$ cat src/rtl/rfs_queue.sv
// ---------------------------------------------------------------------------
// Read flag statistics: item queue
// Small register FIFO with occupancy count. Push and pop are only issued
// when legal; the caller checks the count.
// ---------------------------------------------------------------------------
module rfs_queue #(
   parameter int DATA_WIDTH = 8,
   parameter int DEPTH      = 4
) (
   input  logic                             clock,
   input  logic                             reset,
   input  logic                             push,
   input  logic [DATA_WIDTH-1:0]            push_data,
   input  logic                             pop,
   output logic                             head_valid,
   output logic [DATA_WIDTH-1:0]            head_data,
   output logic [$clog2(DEPTH+1)-1:0]       count
);

   localparam int PTR_W = (DEPTH > 1) ? $clog2(DEPTH) : 1;
   localparam int CNT_W = $clog2(DEPTH + 1);
   localparam logic [PTR_W-1:0] LAST_PTR = PTR_W'(DEPTH - 1);

   logic [DATA_WIDTH-1:0] entries [DEPTH];
   logic [PTR_W-1:0]      wr_ptr_ff, wr_ptr_in;
   logic [PTR_W-1:0]      rd_ptr_ff, rd_ptr_in;
   logic [CNT_W-1:0]      count_ff,  count_in;

   // pointer and count updates
   always_comb begin
      wr_ptr_in = wr_ptr_ff;
      rd_ptr_in = rd_ptr_ff;
      count_in  = count_ff;
      if (push) begin
         wr_ptr_in = (wr_ptr_ff == LAST_PTR) ? '0 : wr_ptr_ff + 1'b1;
      end
      if (pop) begin
         rd_ptr_in = (rd_ptr_ff == LAST_PTR) ? '0 : rd_ptr_ff + 1'b1;
      end
      if (push && !pop) begin
         count_in = count_ff + 1'b1;
      end else if (pop && !push) begin
         count_in = count_ff - 1'b1;
      end
   end

   always_ff @(posedge clock) begin
      if (reset) begin
         wr_ptr_ff <= '0;
         rd_ptr_ff <= '0;
         count_ff  <= '0;
      end else begin
         wr_ptr_ff <= wr_ptr_in;
         rd_ptr_ff <= rd_ptr_in;
         count_ff  <= count_in;
      end
   end

   // storage, no reset needed
   always_ff @(posedge clock) begin
      if (push) begin
         entries[wr_ptr_ff] <= push_data;
      end
   end

   assign head_valid = (count_ff != '0);
   assign head_data  = entries[rd_ptr_ff];
   assign count      = count_ff;

endmodule

$ cat config.mk
export PLATFORM = sky130hd
export DESIGN_NAME = rfs_queue
export DESIGN_NICKNAME = d
export VERILOG_FILES = /design/src/rtl/rfs_queue.sv
export SDC_FILE = /design/constraint.sdc
export NUM_CORES = 1
export LEC_CHECK = 0
export BUFFER_PORTS_ARGS = -buffer_cell sky130_fd_sc_hd__buf_2
export CORE_ASPECT_RATIO = 1.5
export CORE_UTILIZATION = 55
export DETAILED_ROUTE_END_ITERATION = 16
export MAX_ROUTING_LAYER = met4
export PLACE_DENSITY = 0.77
export SLEW_MARGIN = 20
export SYNTH_ARGS = -nofsm -noshare
export SYNTH_HDL_FRONTEND = slang
export SYNTH_SLANG_ARGS = --single-unit
export TNS_END_PERCENT = 10
$ cat constraint.sdc
create_clock -name clock -period 2.2 [get_ports clock]
set_input_delay 0.33 -clock clock [delete_from_list [all_inputs] [get_ports clock]]
set_output_delay 0.33 -clock clock [all_outputs]
set_load 0.01 [all_outputs]
==> out/summary.json <==
{
  "clock_network": {
    "clk_path_buf_depth": 2,
    "postCtsHoldBufs": 0,
    "clk_latency_ns": 0.29,
    "cts_post_setup_buffers_inserted": 0,
    "clkTransAtPathRegs_ns": 0.08,
    "cts_num_sinks": 41,
    "cts.root.buffer_cell": "clkbuf_8",
    "cts_inserted_buffers": 5,
    "cts_max_level": 2,
    "tritoncts_clock_tree": "done",
    "post_cts.resized_instances": 0
  },
  "global_route": {
    "global_route_wire_length_before_repair_um": 3567,
    "grtUsageMet1_pct": 18.48,
    "grtUsageTotal_pct": 17.90,
    "grt_start_max_net_pins": 14,
    "grt_most_used_layer": "met2",
    "groute.layer.met2.usage_pct": 29.93,
    "first_global_vias": 810,
    "globalRoute.totalOverflow": 0,
    "antenna_found_initial": 0,
    "grt.met3_usage_pct": 6.332
  },
  "routing": {
    "detail_route.wl_per_cell_um": 15.13,
    "detailroute.via_count": 794,
    "drt_pass1_iterations": 4,
    "detail_route.drc_violations": 0,
    "1st_iter_drt_viols": 12,
    "route.antenna.remaining_nets": 0,
    "vias_per_cell": 5.224,
    "finalWirelength_um": 2299
  },
  "run_status": {
    "outcome": "finished clean"
  },
  "floorplan": {
    "die_span_in_y_um": 67.88,
    "boundary_pin_count": 24,
    "placeableCoreArea_mm2": 0.002705,
    "die_width_um": 45.92,
    "die_area_mm2": 0.003117,
    "fp-row-count": 23,
    "start_util_pct": 58.83
  },
  "critical_path": {
    "worst-endpoint-arrival_ns": 1.48,
    "cp_max_fo": 8,
    "critical_path.startpoint_type": "flip-flop",
    "worstSetupEndpointType": "primary output",
    "critical_path_class": "flip-flop to primary output",
    "critical_path.reg2reg.startpoint": "count[0]",
    "required_ns": 1.87
  },
  "logic_synthesis": {
    "synthArstFlopShare_pct": 0,
    "seq_area_frac_synth_pct": 71.70,
    "synth_edf_count": 32,
    "synthesis.yosys.warnings": 0,
    "synth.area.top_cells": "edfxtp_1 60%, dfxtp_1 11%, mux4_2 11%",
    "syn_area_mm2": 0.001592,
    "seq_cells_post_synth": 41,
    "synth.lib_cells_used.distinct": 16,
    "synth_flop_cell": "edfxtp_1",
    "yosys.area.top_type": "edfxtp_1",
    "yosysTopAreaCellShare_pct": 60.38,
    "synth.net_count": 104,
    "syn_area_per_cell_um2": 18.72,
    "syn_inst": 85
  },
  "sta": {
    "rsz0062_at_grt": "no",
    "timing.final.ws_setup_ns": 0.3893,
    "setup_violations": 0,
    "timing.fmax_ghz": 0.5523,
    "skew_ns": 0.005053,
    "total_negative_slack_ns": 0,
    "slew_headroom_pct": 70.88,
    "final_hold_viol_count": 0,
    "final_period_minus_worst_setup_slack_ns": 1.811,
    "hold_slack_ns": 0.2475,
    "final_min_period_over_clock_period_pct": 82.30,
    "timing_worst_slew_pin_value_ns": 0.4367,
    "timing_max_transition_violations_final": 0
  },
  "finish": {
    "mostFrequentLayoutCells": "32 x edfxtp_1, 23 x buf_2, 9 x dfxtp_1",
    "layout-drive-gt1-share_pct": 33.91,
    "final_net_count": 133,
    "register_area_mm2": 0.001141,
    "final.fill_count": 222,
    "multi_input_area_um2": 419.2,
    "layout.cells.most_common": "edfxtp_1",
    "areaGrowthSynthToFinish_pct": 16.04,
    "antennaDiodeCount": 0
  },
  "pwr": {
    "p_total_mw": 1.631,
    "leakage_nw": 0.7023,
    "worst_ir_drop_vdd_mv": 0.6788,
    "power_per_cell_area_mw_per_mm2": 883.4
  },
  "placement": {
    "worst_case_setup_slack_after_placement_ns": 0.3775,
    "detailed_place_hpwl_um": 1615,
    "finalWeightedCongestion": 0.6397,
    "place.port_buffers": 23
  },
  "run": {
    "drv.max_cap_violation_count": 0
  },
  "worst_hold_path": {
    "hold_path.startpoint": "push_data[2]",
    "holdCritPathClass": "input port to flip-flop"
  }
}
## Yosys cell counts, types with 2 or more instances
| library cell | instances |
|---|---|
| a21oi_1 | 2 |
| and2_1 | 4 |
| dfxtp_1 | 9 |
| edfxtp_1 | 32 |
| ha_1 | 6 |
| inv_1 | 4 |
| mux2i_1 | 4 |
| mux4_2 | 8 |
| nor2_1 | 7 |
| or3_1 | 2 |
| xor2_1 | 2 |
## worst max-delay path: stages (launching register included)
cell     delay (ns)
dfxtp_1        0.32
buf_4          0.20
mux4_2         0.52
buf_2          0.15
## area by class of cell
class | instances | share of cell area [%]
Sequential cell | 41 | 61.79
Inverter | 4 | 0.8130
Clock buffer | 7 | 5.285
Tap cell | 37 | 2.507
Multi-Input combinational cell | 38 | 22.70
Timing Repair Buffer | 24 | 6.640
Clock inverter | 1 | 0.2710
## cells by family (layout without fill, tap and decap cells)
logic type,Yosys count,after routing,synth area share (%)
adders and majority gates,7,7,5.975
xor gates and xnor gates,2,2,1.101
AOI/OAI and AO/OA,3,3,0.9431
DFF,41,41,71.70
and+or+nand+nor,14,14,4.481
buffers and inverters,6,36,1.965
muxes,12,12,13.84
## layer usage
| layer | vias to the layer above | part of all wire (%) |
|---|---|---|
| met5 | - | 0 |
| met2 | 23 | 53 |
| met4 | 0 | 1.9 |
| met1 | 389 | 40 |
| met3 | 6 | 4.9 |
| li1 | 376 | - |
## report_power, final
| group | switching [mW] | leakage [nW] | internal, mW | total [mW] |
|---|---|---|---|---|
| Sequential | 0.0273 | 0.368 | 0.881 | 0.908 |
| Clock | 0.247 | 0.0534 | 0.291 | 0.538 |
| Combinational | 0.0940 | 0.281 | 0.0913 | 0.185 |
## through the flow
step	instance area (um^2)	util, %	std cells
2_1_floorplan	1592	-	85
3_3_place_gp	1744	64.48	144
3_5_place_dp	1744	64.48	144
4_1_cts	1847	68.27	152
5_1_grt	1847	68.27	152
6_report	1847	68.27	152
## sequential cells by signal, indices dropped and copies added (netlist names), named ones only
name       flops
rd_ptr_ff      2
count          3
wr_ptr_ff      2
entries       32
## path summary, 6_finish.rpt
check	end	slack [ns]	cells after the start
worst max-delay path	head_data[6]	0.39	3
worst min-delay path	entries[1][2]	0.25	1
worst max register to register	count[2]	0.73	4
worst min register to register	count[2]	0.54	2
Note: power is estimated with default switching activity, not from simulation.
