$ cat config.mk
export PLATFORM = sky130hd
export DESIGN_NAME = rfs_front
export DESIGN_NICKNAME = d
export VERILOG_FILES = /design/src/rtl/rfs_pkg.sv /design/src/rtl/rfs_front.sv
export SDC_FILE = /design/constraint.sdc
export NUM_CORES = 1
export LEC_CHECK = 0
export BUFFER_PORTS_ARGS = -buffer_cell sky130_fd_sc_hd__buf_2
export CORE_UTILIZATION = 35
export DETAILED_ROUTE_END_ITERATION = 8
export PLACE_DENSITY = 0.85
export SLEW_MARGIN = 20
export SYNTH_ARGS = -nofsm -noshare
export SYNTH_HDL_FRONTEND = slang
export SYNTH_SLANG_ARGS = --single-unit
$ cat constraint.sdc
create_clock -name vclk -period 1.8
set_input_delay 0.18 -clock vclk [all_inputs]
set_output_delay 0.18 -clock vclk [all_outputs]
set_load 0.02 [all_outputs]
$ cat src/rtl/rfs_pkg.sv
// ---------------------------------------------------------------------------
// Read flag statistics package
// Field widths, request and counter codes, and the item types that pass
// between the front end, the queues and the back end.
// ---------------------------------------------------------------------------
package rfs_pkg;

   localparam int NUM_EVENTS = 12;
   localparam int VALUE_W    = 48;
   localparam int SUM_W      = 48;
   localparam int BIN_DATA_W = 32;
   localparam int INSERT_W   = 32;
   localparam int LEN_W      = 16;
   localparam int FLAG_W     = 11;
   localparam int QIDX_W     = 10;
   localparam int SEL_W      = 4;

   // request codes
   typedef enum logic [1:0] {
      OP_RECORD  = 2'd0,
      OP_COUNTER = 2'd1,
      OP_BIN     = 2'd2,
      OP_NONE    = 2'd3
   } op_type;

   // counter numbers past the event counters
   localparam logic [SEL_W-1:0] SEL_INSERT_SUM   = 4'd12;
   localparam logic [SEL_W-1:0] SEL_INSERT_COUNT = 4'd13;

   // event counter numbers
   localparam int EV_READS    = 0;
   localparam int EV_DUP      = 1;
   localparam int EV_QCFAIL   = 2;
   localparam int EV_MAPPED   = 3;
   localparam int EV_FORWARD  = 4;
   localparam int EV_REVERSE  = 5;
   localparam int EV_PAIRED   = 6;
   localparam int EV_FIRST    = 7;
   localparam int EV_SECOND   = 8;
   localparam int EV_BOTH     = 9;
   localparam int EV_SINGLE   = 10;
   localparam int EV_PROPER   = 11;

   // flag word bit positions
   localparam int FL_PAIRED        = 0;
   localparam int FL_PROPER        = 1;
   localparam int FL_UNMAPPED      = 2;
   localparam int FL_MATE_UNMAPPED = 3;
   localparam int FL_REVERSE       = 4;
   localparam int FL_FIRST         = 6;
   localparam int FL_SECOND        = 7;
   localparam int FL_QCFAIL        = 9;
   localparam int FL_DUP           = 10;

   // classified item, front end to back end
   typedef struct packed {
      op_type                  op;
      logic [NUM_EVENTS-1:0]   events;
      logic                    ins_ok;
      logic [INSERT_W-1:0]     ins_mag;
      logic [LEN_W-1:0]        bin;
      logic [SEL_W-1:0]        sel;
      logic                    index_bad;
   } cmd_type;

   // result item
   typedef struct packed {
      logic [VALUE_W-1:0]      value;
      logic                    index_bad;
   } rsp_type;

   // back end control toward the queues and the front end
   typedef struct packed {
      logic cmd_pop;
      logic rsp_push;
      logic clearing;
   } back_ctl_type;

endpackage

$ cat src/rtl/rfs_front.sv
// ---------------------------------------------------------------------------
// Read flag statistics: front end
// Accepts request items and classifies them: flag decode into event bumps,
// insert magnitude, histogram bin clamp and counter index check.
// ---------------------------------------------------------------------------
module rfs_front #(
   parameter int LENGTH_BINS = 1024
) (
   input  logic                               req_valid,
   output logic                               req_stall,
   input  logic [1:0]                         req_type,
   input  logic [rfs_pkg::FLAG_W-1:0]         req_flag_word,
   input  logic [rfs_pkg::LEN_W-1:0]          req_read_length,
   input  logic signed [rfs_pkg::INSERT_W-1:0] req_insert_size,
   input  logic [rfs_pkg::QIDX_W-1:0]         req_query_index,
   input  logic                               queue_full,
   input  logic                               clearing,
   output logic                               push,
   output rfs_pkg::cmd_type                   cmd
);

   localparam logic [rfs_pkg::LEN_W-1:0] LAST_BIN = rfs_pkg::LEN_W'(LENGTH_BINS - 1);

   rfs_pkg::op_type                   op;
   logic [rfs_pkg::NUM_EVENTS-1:0]    events;
   logic [rfs_pkg::INSERT_W-1:0]      ins_bits;
   logic [rfs_pkg::LEN_W-1:0]         rec_bin;
   logic [rfs_pkg::LEN_W-1:0]         qry_bin;
   logic                              paired;
   logic                              mapped;

   // handshake
   assign req_stall = queue_full || clearing;
   assign push      = req_valid && !req_stall;

   assign op       = rfs_pkg::op_type'(req_type);
   assign ins_bits = req_insert_size;
   assign paired   = req_flag_word[rfs_pkg::FL_PAIRED];
   assign mapped   = !req_flag_word[rfs_pkg::FL_UNMAPPED];

   // flag decode; mate flags count only for paired reads
   always_comb begin
      events                       = '0;
      events[rfs_pkg::EV_READS]    = 1'b1;
      events[rfs_pkg::EV_DUP]      = req_flag_word[rfs_pkg::FL_DUP];
      events[rfs_pkg::EV_QCFAIL]   = req_flag_word[rfs_pkg::FL_QCFAIL];
      events[rfs_pkg::EV_MAPPED]   = mapped;
      events[rfs_pkg::EV_FORWARD]  = !req_flag_word[rfs_pkg::FL_REVERSE];
      events[rfs_pkg::EV_REVERSE]  = req_flag_word[rfs_pkg::FL_REVERSE];
      events[rfs_pkg::EV_PAIRED]   = paired;
      events[rfs_pkg::EV_FIRST]    = paired && req_flag_word[rfs_pkg::FL_FIRST];
      events[rfs_pkg::EV_SECOND]   = paired && req_flag_word[rfs_pkg::FL_SECOND];
      events[rfs_pkg::EV_BOTH]     = paired && mapped
                                     && !req_flag_word[rfs_pkg::FL_MATE_UNMAPPED];
      events[rfs_pkg::EV_SINGLE]   = paired && mapped
                                     && req_flag_word[rfs_pkg::FL_MATE_UNMAPPED];
      events[rfs_pkg::EV_PROPER]   = paired && req_flag_word[rfs_pkg::FL_PROPER];
   end

   // histogram bin clamps
   assign rec_bin = (req_read_length >= LAST_BIN) ? LAST_BIN : req_read_length;
   assign qry_bin = (32'(req_query_index) >= LENGTH_BINS) ? LAST_BIN
                                                          : rfs_pkg::LEN_W'(req_query_index);

   // classified item
   always_comb begin
      cmd.op        = op;
      cmd.events    = events;
      cmd.ins_ok    = paired && req_flag_word[rfs_pkg::FL_FIRST] && (ins_bits != '0);
      // most negative value gives 2^31, which fits unsigned
      cmd.ins_mag   = ins_bits[rfs_pkg::INSERT_W-1] ? (~ins_bits + 1'b1) : ins_bits;
      cmd.bin       = (op == rfs_pkg::OP_RECORD) ? rec_bin : qry_bin;
      cmd.sel       = req_query_index[rfs_pkg::SEL_W-1:0];
      cmd.index_bad = (op == rfs_pkg::OP_COUNTER)
                      && (req_query_index > rfs_pkg::QIDX_W'(rfs_pkg::SEL_INSERT_COUNT));
   end

endmodule

==> run_results.csv <==
group,metric,value,unit
layout,drive_gt1_share,62.7,%
layout,numSequentialCells,0,
routing,avgViaCountPerCell,5.07,
grt,grt_pass1_wl,6.04,mm
status,status,"complete, but fails checks",
die,ios,144,
timing,hold_viol,0,
timing,setup_slack,-0.00574,ns
placement,gp_congestion,0.855,
die,die_h,60.4,µm
worst_hold_path,min-delay-start,"req_flag_word[10]",
pwr,cellPowerDensity,278,nW/µm²
yosys,yosysMostFrequentCell,"xnor2_1",
die,dieWidth,60.4,µm
die,rows,20,
critical_path,cp-end-kind,"primary output",
grt,antenna_found_initial,0,
grt,track_usage,20.8,%
critical_path,crit_arrival,1.63,ns
routing,num_vias,1865,
critical_path,crit_start,"req_insert_size[16]",
yosys,ys_types,37,
yosys,synthXorXnorAreaFrac,21.3,%
layout,clock_buffers,0,
worst_hold_path,hold_class,"input pin to primary output",
layout,area_growth,97.7,%
placement,place_inst,354,
layout,fin_nets,401,
critical_path,crit_type,"input pin to primary output",
yosys,muxShareOfSynthArea,0,%
grt,grt-ovfl-total,0,
job,cap_violations,0,
yosys,synth_top_area_cell,"xnor2_1",
routing,drc,0,
routing,wl_per_cell,13.7,µm
timing,drv_slew,0,
timing,period_minus_slack,1.81,ns
routing,drt_iter0_drc,46,
grt,grt_pass1_vias,1526,
die,dieArea,3640,µm²
pwr,max-vdd-ir-drop,0.207,mV
layout,final_cells,368,
yosys,synth_fa_ha_area_share,1.05,%
yosys,yosys.area.top_type_share,21.3,%
yosys,synthSimpleGateAreaFrac,36.9,%
timing,rsz0062_at_grt,"true",
status,violations,"setup timing",
yosys,yosys_warnings,0,
timing,setup_tns,-0.00574,ns
routing,postRouteAntennaNets,0,
timing,setup_violations,1,
timing,max_freq,0.554,GHz
timing,fin_hold_ws,0.360,ns
placement,port-buffer-count,131,
placement,dp_hpwl,3.34,mm
worst_hold_path,hold_end,"cmd[55]",
pwr,p_total,655,µW
timing,fin_crit_sh,100,%
yosys,syn_inst,174,
layout,diodes,0,
yosys,synth-compound-area-share,24.0,%
routing,first_pass_iters,4,
pwr,power.leakage,1.17,nW
yosys,ys_seq_area_share,0,%
routing,routed_wirelength,5.03,mm
grt,grt_max_degree,34,
critical_path,crit_required,1.62,ns
yosys,synth_top_family_by_area,"simple AND/OR/NAND/NOR gates",
layout,seqCellArea,0,µm²
critical_path,critPathLaunchType,"input pin",
yosys,syn_avg_cell_area,6.85,µm²
placement,place_ws,-0.0738,ns
yosys,synth.area.top_cells,"xnor2_1 (21%), buf_4 (12%), nor2_1 (7.6%)",
worst_hold_path,holdPathStages,0,
yosys,netlist_area,1190,µm²
yosys,synth_common_cells,"xnor2_1 (29), nor2_1 (24), buf_4 (19)",
layout,fill_cells,224,
die,core_area,3150,µm²
die,start_util,37.8,%
critical_path,critPathMaxFanout,3,
clock_tree,ctsHoldBuffers,0,
-- worst max-delay path, stage by stage --
cell and delay (ns):
buf_6 0.10, nor4_4 0.29, buf_4 0.18, nand4b_1 0.18, buf_4 0.21, o31ai_4 0.18
xnor2_1 0.14, buf_4 0.17
-- logic make-up after synthesis --
family | after synthesis
AND/OR/NAND/NOR | 76
buffers and inverters | 30
AO/OA/AOI/OAI | 36
XOR/XNOR | 29
adder cells (fa/ha/maj) | 1
other | 2
-- per-stage QoR --
stage / instance area, µm² / utilization (%)
global route: 2360 / 74.8
detailed placement: 1950 / 61.7
floorplan: 1210 / -
global placement: 1950 / 61.7
finish: 2360 / 74.8
CTS: 2010 / 63.8
-- how the worst max path moves through the flow --
stage	to	slack, ns
after floorplan	cmd[39]	0.18
after global placement	cmd[43]	-0.05
after detailed placement	cmd[35]	-0.07
after CTS	cmd[35]	-0.02
after global routing	cmd[51]	-0.08
final	cmd[51]	-0.006
-- cell usage in the layout, fill, tap and decap left out, drive strengths merged --
cell | Yosys | layout
a21boi | 1 | 1
a21oi | 8 | 8
a311oi | 1 | 1
and2 | 3 | 3
and3 | 2 | 2
buf | 21 | 168
conb | 2 | 7
ha | 1 | 1
inv | 6 | 6
nand2 | 14 | 15
nand2b | 4 | 4
nand3 | 2 | 2
nand3b | 3 | 3
nand4 | 3 | 3
nand4b | 2 | 2
nor2 | 24 | 24
nor3 | 4 | 4
nor3b | 2 | 2
nor4 | 8 | 8
o21ai | 7 | 7
o22a | 2 | 2
o31ai | 11 | 11
o41ai | 6 | 6
or2 | 2 | 2
or3 | 2 | 2
or4 | 1 | 1
xnor2 | 29 | 29
-- where the power goes --
group	switching, mW	total (mW)	internal (mW)
Sequential	0	0	0
Clock	0	0	0
Combinational	0.376	0.655	0.279
Total	0.376	0.655	0.279
-- per-layer routing --
layer  vias up  track usage (%)  routed length, µm
met1       845             21.0               1740
met5         -                0                  0
met2       101             45.7               2780
met3        18             1.49                338
met4         0             2.33                164
li1        901                -                  -
-- final cells by class --
class | instances | area (µm²) | share of cell area [%]
Multi-Input combinational cell | 150 | 1260 | 53.6
Timing Repair Buffer | 168 | 1020 | 43.2
Tap cell | 44 | 55.1 | 2.34
Inverter | 6 | 22.5 | 0.955
-- timing repair --
action / CTS / global route
resized for setup: 7 / 61
pin swaps: 3 / 20
cloned: 1 / 0
hold endpoints to repair: 0 / 0
endpoints found under the setup margin: 11 / 23
setup buffers: 3 / 10
Power figures use the tool's default switching activity.
